--- src/sv/bcc_pkg.sv ---
// bcc_pkg: types, codes and constants shared by the button click classifier
// depends on nothing; imported by the interfaces and every module

package bcc_pkg;

   localparam int unsigned TimeWidth  = 32;
   localparam int unsigned MsWidth    = 16;
   localparam int unsigned IndexWidth = 3;
   localparam int unsigned DataWidth  = MsWidth;

   // csr register indexes
   typedef enum logic [IndexWidth-1:0] {
      REG_IDLE_LEVEL    = 3'd0,
      REG_DEBOUNCE      = 3'd1,
      REG_DOUBLE_CLICK  = 3'd2,
      REG_LONG_PRESS    = 3'd3,
      REG_VERY_LONG     = 3'd4
   } reg_index_type;

   typedef enum logic [2:0] {
      EV_NONE      = 3'd0,
      EV_CLICK     = 3'd1,
      EV_DOUBLE    = 3'd2,
      EV_LONG      = 3'd3,
      EV_VERY_LONG = 3'd4
   } event_type;

   localparam logic [MsWidth-1:0] DebounceReset    = 16'd50;
   localparam logic [MsWidth-1:0] DoubleClickReset = 16'd300;
   localparam logic [MsWidth-1:0] LongPressReset   = 16'd1000;
   localparam logic [MsWidth-1:0] VeryLongReset    = 16'd5000;
   localparam logic [TimeWidth-1:0] TimeReset      = '1;

   typedef struct packed {
      logic               idle_level;
      logic [MsWidth-1:0] debounce_ms;
      logic [MsWidth-1:0] double_click_ms;
      logic [MsWidth-1:0] long_press_ms;
      logic [MsWidth-1:0] very_long_press_ms;
   } cfg_type;

   typedef struct packed {
      event_type event_code;
      logic      busy_res;
   } res_type;

endpackage

--- src/sv/bcc_csr.sv ---
// bcc_csr: configuration registers written through the plain csr port
// depends on bcc_pkg

module bcc_csr
   import bcc_pkg::*;
(
   input  logic                  clock,
   input  logic                  reset,
   input  logic                  wr_en,
   input  logic [IndexWidth-1:0] index,
   input  logic [DataWidth-1:0]  wdata,
   output cfg_type               cfg
);

   cfg_type cfg_ff;

   always_ff @(posedge clock) begin
      if (reset) begin
         cfg_ff.idle_level         <= 1'b1;
         cfg_ff.debounce_ms        <= DebounceReset;
         cfg_ff.double_click_ms    <= DoubleClickReset;
         cfg_ff.long_press_ms      <= LongPressReset;
         cfg_ff.very_long_press_ms <= VeryLongReset;
      end else if (wr_en) begin
         case (reg_index_type'(index))
            REG_IDLE_LEVEL:   cfg_ff.idle_level         <= wdata[0];
            REG_DEBOUNCE:     cfg_ff.debounce_ms        <= wdata;
            REG_DOUBLE_CLICK: cfg_ff.double_click_ms    <= wdata;
            REG_LONG_PRESS:   cfg_ff.long_press_ms      <= wdata;
            REG_VERY_LONG:    cfg_ff.very_long_press_ms <= wdata;
            default: ;
         endcase
      end
   end

   assign cfg = cfg_ff;

endmodule

--- config.mk ---
export PLATFORM = sky130hd
export DESIGN_NAME = bcc_csr
export DESIGN_NICKNAME = d
export VERILOG_FILES = /design/src/sv/bcc_pkg.sv /design/src/sv/bcc_csr.sv
export SDC_FILE = /design/constraint.sdc
export NUM_CORES = 1
export LEC_CHECK = 0
export BUFFER_PORTS_ARGS = -buffer_cell sky130_fd_sc_hd__buf_2
export CAP_MARGIN = 20
export CORE_MARGIN = 2
export CORE_UTILIZATION = 40
export CTS_BUF_LIST = sky130_fd_sc_hd__clkbuf_8 sky130_fd_sc_hd__clkbuf_16
export DETAILED_ROUTE_END_ITERATION = 16
export GPL_TIMING_DRIVEN = 0
export PLACE_DENSITY_LB_ADDON = 0.05
export SETUP_SLACK_MARGIN = 0.2
export SLEW_MARGIN = 25
export SYNTH_ARGS = -nofsm -noshare
export SYNTH_HDL_FRONTEND = slang
export SYNTH_SLANG_ARGS = --single-unit
--- constraint.sdc ---
create_clock -name clock -period 1.05 [get_ports clock]
set_clock_uncertainty 0.1 [all_clocks]
set_input_delay 0.0525 -clock clock [delete_from_list [all_inputs] [get_ports clock]]
set_output_delay 0.0525 -clock clock [all_outputs]
set_load 0.01 [all_outputs]
==> results.cfg <==
[sta]
maxSlewHeadroom_pct = 69.5
hold_viol_final = 1
timing.fmax_mhz = 1060
maxSlewViolCount = 0
tightest_slew_ps = 457
layout_min_cycle_time_ps = 946
rsz0062_at_grt = yes
setup_viol = 0
finalCritPeriodShare_pct = 90.1
tns_ps = 0
hold_ws_ps = -25.6

[logic_synthesis]
ys_seq_area_share_pct = 49.1
netlist_top_cells_area = dfxtp_1, mux2i_1, nand2b_1
synth_edf_count = 0
ys_top_cells_by_count = dfxtp_1, mux2i_1, nand2b_1
postSynthAreaPerCell_um2 = 10.7
syn_nets = 269
yosysTopAreaCell = dfxtp_1
yosysWarnings = 0
ys_async_sr_fraction_pct = 0
synth.distinct_cells = 14
synth_seq_cells = 65
synthFlopType = dfxtp_1
synth_top_area_share_pct = 49.1
synth_area_um2 = 2650
synth_cells = 247

[finish]
fillers = 512
drive_gt1_share_pct = 55.4
syn2layout_area_growth_pct = 60.4
fin_nets = 399
largest_reg_flops = 65
final_util_pct = 66.5
seq_area_um2 = 1380
multi_input_area_um2 = 1290
diodes = 0

[die]
fp.dieH_um = 85.4
dieArea_um2 = 7290
num_rows = 29
start_util_pct = 41.5
core_area_um2 = 6390
die_w_um = 85.4
ios = 87

[global_route]
grt_use_total_pct = 20.5
grt_overflow = 0
grt_pass1_wl_um = 11300
antenna_found_initial = 0
grt_max_degree = 11
grt_pass1_vias = 2193

[clocking]
htreeDepth = 3
clk-insertion-delay-late_ps = 330
numCtsBuffers = 9
clock_path_buffers = 2
cts_tree = built
root_buffer = clkbuf_8
clkTransAtPathRegs_ps = 70
clock-sinks = 65

[setup_path]
crit_buf_inv = 1
cp-end-kind = primary output
cp-start-kind = flip-flop
critPathArrivalTime_ps = 790
crit_required_ps = 900
worst_path_max_delay_cell = dfxtp_2
critPathMaxFanout = 2
cp_top_family = flip-flops
crit_chain = buf_6
max_stage_delay_ps = 360
path_class = flip-flop to primary output

[placed_design]
gp_congestion = 0.698
portBuffers = 85
hpwl_um = 4510

[route]
vias = 2157
first_pass_iters = 4
routed_wl_um = 7150
post-route-drc-count = 0
viasPerCell = 4.71
routedWlPerCell_um = 15.6
drt_iter0_drc = 43
final_antenna_net_count = 0

[status]
violations = hold timing
outcome = finished, violations left

[run]
max_cap_violations = 0

[min_path]
min_path_type = input pin to flip-flop

[power_and_ir_drop]
ir_drop_mv = 0.761
power_density_nw_per_um2 = 1280
leakage_nw = 1.98
cell type report:
class	instances	area share, %
sequential	65	32.5
tap	77	2.27
buffer	18	3.36
clock buffer	13	4.21
multi-input combinational	164	30.3
timing repair buffer	119	26.5
clock inverter	2	0.824
stage by stage:
step                cell area [um2]  instances  worst slack [ps]  power (mW)
finish                         4250        458               104        5.43
global route                   4250        458              80.8        5.64
CTS                            4090        445              90.7        5.43
detailed placement             3190        409              -123        3.04
global placement               3190        409              -110        3.03
floorplan                      2670        247               135        2.86
what timing repair did:
item	in CTS	in global routing
buffers inserted	5	13
cloned	0	0
hold buffers	16	1
setup endpoints to repair	65	98
pin swaps	0	2
hold endpoints to repair	61	4
resized for setup	130	16
where the power goes:
group	switching (mW)	total [mW]	internal, mW
Clock	0.936	2.28	1.34
Sequential	0.0399	2.57	2.53
Combinational	0.256	0.585	0.329
per-layer routing:
metal	up-vias	wire length [um]	global-route usage (%)	part of all wire, %
li1	1078	-	-	-
met1	1012	3100	24.7	43
met5	-	0	0	0
met2	59	3600	33.9	50
met4	0	56	10.2	0.78
met3	8	391	5.06	5.5
cells in the final DEF (no fill, tap or decap), drive strengths merged:
master       Yosys  routed
dfxtp           65      65
nand2b          62      62
nand4bb          2       2
and4bb           3       3
dlygate4sd3      0      16
clkinv           0       1
nand4b           1       1
mux2i           65      65
nor4b            1       1
nor2            30      30
clkbuf           6      19
bufinv           0       1
buf             12     115
worst reg2reg max path: cells and delay by family (launching register included):
kind,cells,cell delay (ps)
flops,1,330
buf+inv,2,240
mux,1,60
simple gates,1,50
logic make-up (layout without fill, tap and decap cells):
group / Yosys count / after routing / synth area share (%)
and+or+nand+nor: 99 / 99 / 21.8
DFF: 65 / 65 / 49.1
buffers and inverters: 18 / 152 / 4.49
muxes: 65 / 65 / 24.6
final timing paths:
kind / from / endpoint / slack (ps) / depth (start not counted)
setup / recovery: cfg[52]$_SDFFE_PP1P_ / cfg[52] / 100 / 1
hold / removal: index[2] / cfg[64]$_SDFFE_PP1P_ / -30 / 3
setup reg to reg: cfg[36]$_SDFFE_PP0P_ / cfg[36]$_SDFFE_PP0P_ / 160 / 4
hold reg to reg: cfg[29]$_SDFFE_PP0P_ / cfg[29]$_SDFFE_PP0P_ / 380 / 2
No activity file was read; power rests on OpenSTA's default activity.
