===== src/sv/bcc_pkg.sv =====
// bcc_pkg: types, codes and constants shared by the button click classifier
// depends on nothing; imported by the interfaces and every module

package bcc_pkg;

   localparam int unsigned TimeWidth  = 32;
   localparam int unsigned MsWidth    = 16;
   localparam int unsigned IndexWidth = 3;
   localparam int unsigned DataWidth  = MsWidth;

   // csr register indexes
   typedef enum logic [IndexWidth-1:0] {
      REG_IDLE_LEVEL    = 3'd0,
      REG_DEBOUNCE      = 3'd1,
      REG_DOUBLE_CLICK  = 3'd2,
      REG_LONG_PRESS    = 3'd3,
      REG_VERY_LONG     = 3'd4
   } reg_index_type;

   typedef enum logic [2:0] {
      EV_NONE      = 3'd0,
      EV_CLICK     = 3'd1,
      EV_DOUBLE    = 3'd2,
      EV_LONG      = 3'd3,
      EV_VERY_LONG = 3'd4
   } event_type;

   localparam logic [MsWidth-1:0] DebounceReset    = 16'd50;
   localparam logic [MsWidth-1:0] DoubleClickReset = 16'd300;
   localparam logic [MsWidth-1:0] LongPressReset   = 16'd1000;
   localparam logic [MsWidth-1:0] VeryLongReset    = 16'd5000;
   localparam logic [TimeWidth-1:0] TimeReset      = '1;

   typedef struct packed {
      logic               idle_level;
      logic [MsWidth-1:0] debounce_ms;
      logic [MsWidth-1:0] double_click_ms;
      logic [MsWidth-1:0] long_press_ms;
      logic [MsWidth-1:0] very_long_press_ms;
   } cfg_type;

   typedef struct packed {
      event_type event_code;
      logic      busy_res;
   } res_type;

endpackage


===== src/sv/bcc_core.sv =====
// bcc_core: press sequence state and single-pass classification of one sample
// depends on bcc_pkg

module bcc_core
   import bcc_pkg::*;
(
   input  logic                 clock,
   input  logic                 reset,
   input  logic                 advance,
   input  logic                 pin_level,
   input  logic [TimeWidth-1:0] now_ms,
   input  cfg_type              cfg,
   output res_type              res
);

   logic                 prev_level_ff, prev_level_in;
   logic [TimeWidth-1:0] press_time_ff, press_time_in;
   logic [TimeWidth-1:0] release_time_ff, release_time_in;
   logic                 dbl_waiting_ff, dbl_waiting_in;
   logic                 dbl_next_ff, dbl_next_in;
   logic                 single_ok_ff, single_ok_in;
   logic                 ignore_rel_ff, ignore_rel_in;
   logic                 long_seen_ff, long_seen_in;
   logic                 vlong_seen_ff, vlong_seen_in;
   logic                 busy_ff, busy_in;

   logic                 idle, was_idle;
   logic signed [TimeWidth-1:0] since_rel, since_press, since_rel_new, since_press_new;
   logic signed [TimeWidth-1:0] deb, dbl, lng, vlng;
   event_type            ev;

   always_comb begin
      idle     = (pin_level == cfg.idle_level);
      was_idle = (prev_level_ff == cfg.idle_level);
      deb  = $signed({{(TimeWidth-MsWidth){1'b0}}, cfg.debounce_ms});
      dbl  = $signed({{(TimeWidth-MsWidth){1'b0}}, cfg.double_click_ms});
      lng  = $signed({{(TimeWidth-MsWidth){1'b0}}, cfg.long_press_ms});
      vlng = $signed({{(TimeWidth-MsWidth){1'b0}}, cfg.very_long_press_ms});

      since_rel   = $signed(now_ms - release_time_ff);
      since_press = $signed(now_ms - press_time_ff);

      press_time_in   = press_time_ff;
      release_time_in = release_time_ff;
      dbl_waiting_in  = dbl_waiting_ff;
      dbl_next_in     = dbl_next_ff;
      single_ok_in    = single_ok_ff;
      ignore_rel_in   = ignore_rel_ff;
      long_seen_in    = long_seen_ff;
      vlong_seen_in   = vlong_seen_ff;
      busy_in         = busy_ff;
      ev              = EV_NONE;

      // counted press or release edge
      if (!idle && was_idle && (since_rel > deb)) begin
         press_time_in  = now_ms;
         ignore_rel_in  = 1'b0;
         single_ok_in   = 1'b1;
         long_seen_in   = 1'b0;
         vlong_seen_in  = 1'b0;
         dbl_next_in    = (since_rel < dbl) && !dbl_next_ff && dbl_waiting_ff;
         dbl_waiting_in = 1'b0;
         busy_in        = 1'b1;
      end else if (idle && !was_idle && (since_press > deb)) begin
         if (!ignore_rel_ff) begin
            release_time_in = now_ms;
            if (!dbl_next_ff) begin
               dbl_waiting_in = 1'b1;
            end else begin
               ev             = EV_DOUBLE;
               dbl_next_in    = 1'b0;
               dbl_waiting_in = 1'b0;
               single_ok_in   = 1'b0;
            end
         end
      end

      // differences against the times as updated above
      since_rel_new   = $signed(now_ms - release_time_in);
      since_press_new = $signed(now_ms - press_time_in);

      // single click once the double-click window is over
      if (idle && (since_rel_new >= dbl) && dbl_waiting_in && !dbl_next_in &&
          single_ok_in && (ev != EV_DOUBLE)) begin
         ev             = EV_CLICK;
         dbl_waiting_in = 1'b0;
      end

      if (idle && long_seen_in && !vlong_seen_in) begin
         ev           = EV_LONG;
         long_seen_in = 1'b0;
      end

      // still held
      if (!idle && (since_press_new >= lng)) begin
         if (!long_seen_in) begin
            ignore_rel_in  = 1'b1;
            dbl_next_in    = 1'b0;
            dbl_waiting_in = 1'b0;
            long_seen_in   = 1'b1;
         end
         if ((since_press_new >= vlng) && !vlong_seen_in) begin
            ev            = EV_VERY_LONG;
            vlong_seen_in = 1'b1;
         end
      end

      prev_level_in = pin_level;
      if (ev != EV_NONE) begin
         busy_in = 1'b0;
      end

      res.event_code = ev;
      res.busy_res   = busy_in;
   end

   always_ff @(posedge clock) begin
      if (reset) begin
         prev_level_ff   <= 1'b1;
         press_time_ff   <= TimeReset;
         release_time_ff <= TimeReset;
         dbl_waiting_ff  <= 1'b0;
         dbl_next_ff     <= 1'b0;
         single_ok_ff    <= 1'b1;
         ignore_rel_ff   <= 1'b1;
         long_seen_ff    <= 1'b0;
         vlong_seen_ff   <= 1'b0;
         busy_ff         <= 1'b0;
      end else if (advance) begin
         prev_level_ff   <= prev_level_in;
         press_time_ff   <= press_time_in;
         release_time_ff <= release_time_in;
         dbl_waiting_ff  <= dbl_waiting_in;
         dbl_next_ff     <= dbl_next_in;
         single_ok_ff    <= single_ok_in;
         ignore_rel_ff   <= ignore_rel_in;
         long_seen_ff    <= long_seen_in;
         vlong_seen_ff   <= vlong_seen_in;
         busy_ff         <= busy_in;
      end
   end

endmodule


===== config.mk =====
export PLATFORM = sky130hd
export DESIGN_NAME = bcc_core
export DESIGN_NICKNAME = d
export VERILOG_FILES = /design/src/sv/bcc_pkg.sv /design/src/sv/bcc_core.sv
export SDC_FILE = /design/constraint.sdc
export NUM_CORES = 1
export LEC_CHECK = 0
export ABC_AREA = 1
export BUFFER_PORTS_ARGS = -buffer_cell sky130_fd_sc_hd__buf_2
export CAP_MARGIN = 20
export CORE_ASPECT_RATIO = 1.1
export CORE_MARGIN = 1
export CORE_UTILIZATION = 55
export DETAILED_ROUTE_END_ITERATION = 8
export PLACE_DENSITY = 0.83
export SLEW_MARGIN = 15
export SYNTH_ARGS = -nofsm -noshare
export SYNTH_HDL_FRONTEND = slang
export SYNTH_SLANG_ARGS = --single-unit

===== constraint.sdc =====
create_clock -name clock -period 10 [get_ports clock]
set_input_delay 1 -clock clock [delete_from_list [all_inputs] [get_ports clock]]
set_output_delay 1 -clock clock [all_outputs]
set_load 0.005 [all_outputs]

==> results.md <==
- The antenna cell count is 0.
- The synthesized netlist net count is 2538.
- The share of total power dissipated in combinational logic is 0.598.
- At the pin with the least slew margin, the transition time is 0.799 ns.
- Synthesis produced a netlist whose cell count is ~2200.
- STA classifies the critical path startpoint as an input port.
- The global-route wire length before repair is approximately 66000 um.
- The worst vdd rail ir drop is roughly 0.085 mV.
- The area of the die is 0.0248 mm2.
- The width of the die is 150 um.
- The quantity of I/O buffers inserted on ports is 104.
- The pin count of the biggest net entering global routing is 87.
- The post-synthesis register bit count is 72.
- The H-tree level count is 3.
- Summed over all cells, the static leakage comes to ~8 nW.
- The endpoint kind of the worst setup timing path is a primary output.
- Buffers inserted to repair hold after CTS numbered 0.
- After global routing the overflow that remains totals 0.
- The later pin in the worst-skew pair is clocked with a latency of 0.36 ns.
- In this run the deepest clock path goes through 2 buffers.
- The detail route stage leaves a number of antenna-violating nets equal to 0.
- The total routing resource utilization after global routing is 0.341.
- Measured on the finished design, the core utilization comes to 0.610.
- The tool flagged a number of max-cap violations equal to 0.
- After floorplanning, the core was sized to cover roughly 0.024 mm2.
- The per-instance average area after synthesis is 5.99 um2.
- The first-pass iteration count of the detailed router is 6.
- The count of unique library cells instantiated by Yosys is 51.
- Compared with the post-synthesis result, the final layout area differs by 8.70%.
- The number of remaining DRC errors is 0.
- The data required time of the worst path is approximately 9.0 ns.
- The category of the most critical setup path is in2out.
- The number of placement rows is 59.
- The headroom to the max-slew limit is 0.467.
- The share of the Yosys chip area taken by registers is 0.108.
- The time the worst path needs with I/O delays and setup is 9.44 ns.
- Between clock sinks in the finished design, the worst skew comes to 0.0124 ns.
- The number of vias after detailed routing is 14654.
- The number of nets in the final layout is around 2600.
- In this run the clock root is driven by a sky130_fd_sc_hd__clkbuf_16.
- The leading cell type in the layout, fill and taps excluded is sky130_fd_sc_hd__nand2_1.
- Routability-driven placement finished with a final weighted congestion of 0.982.
- Wires add up to 42100 um.
- The fraction of the cycle the final worst path needs is 0.944.
- The share of power burned in registers is 0.195.
- In this design, the critical path's most frequently occurring cell is sky130_fd_sc_hd__nand2_1.
- On the critical path, the stage with the largest delay is an instance of sky130_fd_sc_hd__fa_1.
- The share of layout cells above drive strength 1 is 0.0819.
- The critical path contains buffers and inverters numbering 7 combined.
- The largest stage delay on the critical path is 0.40 ns.
- The number of slew-limit violations in the final report is 0.
- The number of antenna violations at the first check in global routing is 0.
- The total cell area at the placement stage is ~0.014 mm2.
- The switching part of the total power is 0.486.
- After legalization and detailed placement, the total HPWL measured between 30000 and 40000 um.
- The flow ran to the end, and the final reports show no timing, DRC or antenna violations.
- The total clock buffers created by CTS is 9.
- The worst path arrival time is 8.44 ns.
- The number of sinks handled by clock tree synthesis is 72.
- 105 I/O pins were placed.
- The via count normalized by instance count is approximately 5.6.
- Static timing analysis puts the maximum clock frequency at around 110 MHz.
- After routing the design area is 0.0144 mm2.
- From bottom edge to top edge, the die measures about 170 um.
- The clock group share of total power is 0.207.
- Setup violations remaining at the end of the flow were counted as 0.
- The number of global-route vias before repair is 13290.
- The power per cell area is about 110 mW/mm2.
- The CTS tree is yes.
- Summing every instance area after synthesis gives 0.0133 mm2.
- Among cell families on the critical path, the largest total delay comes from simple AND/OR/NAND/NOR gates.
- Setup repair after global routing left no endpoint under its margin.
- In this run the power spent charging and discharging nets is slightly below 800 uW.
- During synthesis, Yosys emitted a total of 0 warnings.
- The tightest min-delay check is of the reg2reg type.
- The clock-pin transition on the worst setup and hold timing paths is 0.07 ns.
- In this run the worst path has a maximum fanout of 14.
- The internal power is 839 uW.
- The final hold violation count is 0.
- In the layout the commonest cells are 510 x sky130_fd_sc_hd__nand2_1, 355 x sky130_fd_sc_hd__inv_1, 246 x sky130_fd_sc_hd__a21oi_1.
- Dividing the detail-routed wire length by the instance count gives approximately 16 um.
- The initial utilization of the core area, before any placement, comes to 0.561.
- The violation count after the first detailed-route iteration is 1194.
- Adding up every negative setup slack in the final design gives 0 ns.
logic make-up after synthesis:
family	synth area share
fa+ha+maj	0.209
xor+xnor	0.0540
simple gates	0.295
flops	0.108
buf+inv	0.114
compound gates	0.219
per-layer routing:
metal / vias to the layer above / wire [um] / global-route usage
li1: 7555 / - / -
met3: 85 / 2490 / 0.0387
met5: - / 0 / 0
met2: 475 / 18200 / 0.559
met4: 0 / 1590 / 0.132
met1: 6539 / 19800 / 0.454
power groups by stage:
stage / logic (mW) / clock network (mW) / registers, mW
global route: 1.11 / 0.354 / 0.321
finish: 0.976 / 0.338 / 0.318
detailed placement: 0.949 / 0 / 0.324
global placement: 0.934 / 0 / 0.323
floorplan: 0.704 / 0 / 0.322
CTS: 0.956 / 0.345 / 0.318
worst register-to-register path, delay by kind of cell, from the launching register on:
kind | cells | cell delay (ns)
buffers and inverters | 4 | 0.42
XOR/XNOR | 2 | 0.37
flip-flops | 1 | 0.37
adder cells (fa/ha/maj) | 4 | 1.31
AND/OR/NAND/NOR | 18 | 2.60
AO/OA/AOI/OAI | 13 | 2.50
flip-flops by register name, indices dropped and copies added (netlist names):
register and flops:
prev_level_ff 1, long_seen_ff 1, ignore_rel_ff 1, busy_ff 1, press_time_ff 32, dbl_next_ff 1, release_time_ff 32, dbl_waiting_ff 1
vlong_seen_ff 1, single_ok_ff 1
stage by stage:
step | setup slack [ns] | power [mW] | hold WS [ns] | instances
final | 0.564 | 1.63 | 0.470 | 2614
after global routing | 0.00587 | 1.78 | 0.495 | 2614
after CTS | 0.119 | 1.62 | 0.474 | 2610
after detailed placement | 0.162 | 1.27 | 0.459 | 2594
after global placement | 0.228 | 1.26 | 0.449 | 2594
after floorplan | 1.57 | 1.03 | 0.437 | 2217
worst paths after layout:
check	cells past startpoint	slack, ns	endpoint	start
setup / recovery	45	0.56	res[0]	now_ms[0]
hold / removal	2	0.47	press_time_ff[14]$_SDFFE_PP1P_	press_time_ff[14]$_SDFFE_PP1P_
setup reg to reg	41	2.34	busy_ff$_SDFFE_PP0P_	release_time_ff[11]$_SDFFE_PP1P_
hold reg to reg	2	0.47	press_time_ff[14]$_SDFFE_PP1P_	press_time_ff[14]$_SDFFE_PP1P_
Yosys cell counts (all sizes together):
| cell type | count | area share |
|---|---|---|
| nor3 | 28 | 0.011 |
| a21o | 8 | 0.0045 |
| a21oi | 252 | 0.096 |
| a22o | 1 | 0.00066 |
| o311ai | 1 | 0.00066 |
| nor3b | 2 | 0.0011 |
| nor2 | 171 | 0.050 |
| and3 | 3 | 0.0014 |
| and2 | 4 | 0.0019 |
| o221ai | 2 | 0.0013 |
| o21a | 11 | 0.0062 |
| o221a | 2 | 0.0017 |
| clkbuf | 33 | 0.0093 |
| a211oi | 8 | 0.0045 |
| o2111ai | 1 | 0.00066 |
| nand3b | 10 | 0.0056 |
| nand4 | 40 | 0.019 |
| o21bai | 16 | 0.0093 |
| a21boi | 3 | 0.0017 |
| o211ai | 4 | 0.0023 |
| inv | 361 | 0.10 |
| o41ai | 3 | 0.0020 |
| o21ai | 218 | 0.082 |
| a211o | 1 | 0.00066 |
| dfxtp | 72 | 0.11 |
| fa | 4 | 0.0060 |
| buf | 6 | 0.0029 |
| or2 | 3 | 0.0014 |
| a31oi | 7 | 0.0033 |
| a31o | 1 | 0.00066 |
| nor4 | 8 | 0.0038 |
| nand3 | 111 | 0.050 |
| xnor2 | 31 | 0.020 |
| clkinv | 1 | 0.00028 |
| nand2 | 523 | 0.15 |
| xor2 | 51 | 0.034 |
| ha | 216 | 0.20 |
cell type report:
cell class	count	area (um2)
Clock buffer	9	225
Clock inverter	7	66.3
Timing Repair Buffer	114	599
Multi-Input combinational cell	1745	10400
Fill cell	2377	9250
Sequential cell	72	1440
Tap cell	305	382
Inverter	362	1360
what timing repair did:
item / in CTS / in global routing
buffers inserted: 0 / 3
resized for setup: 0 / 10
setup endpoints to repair: 0 / 2
(Power assumes the default switching activity.)
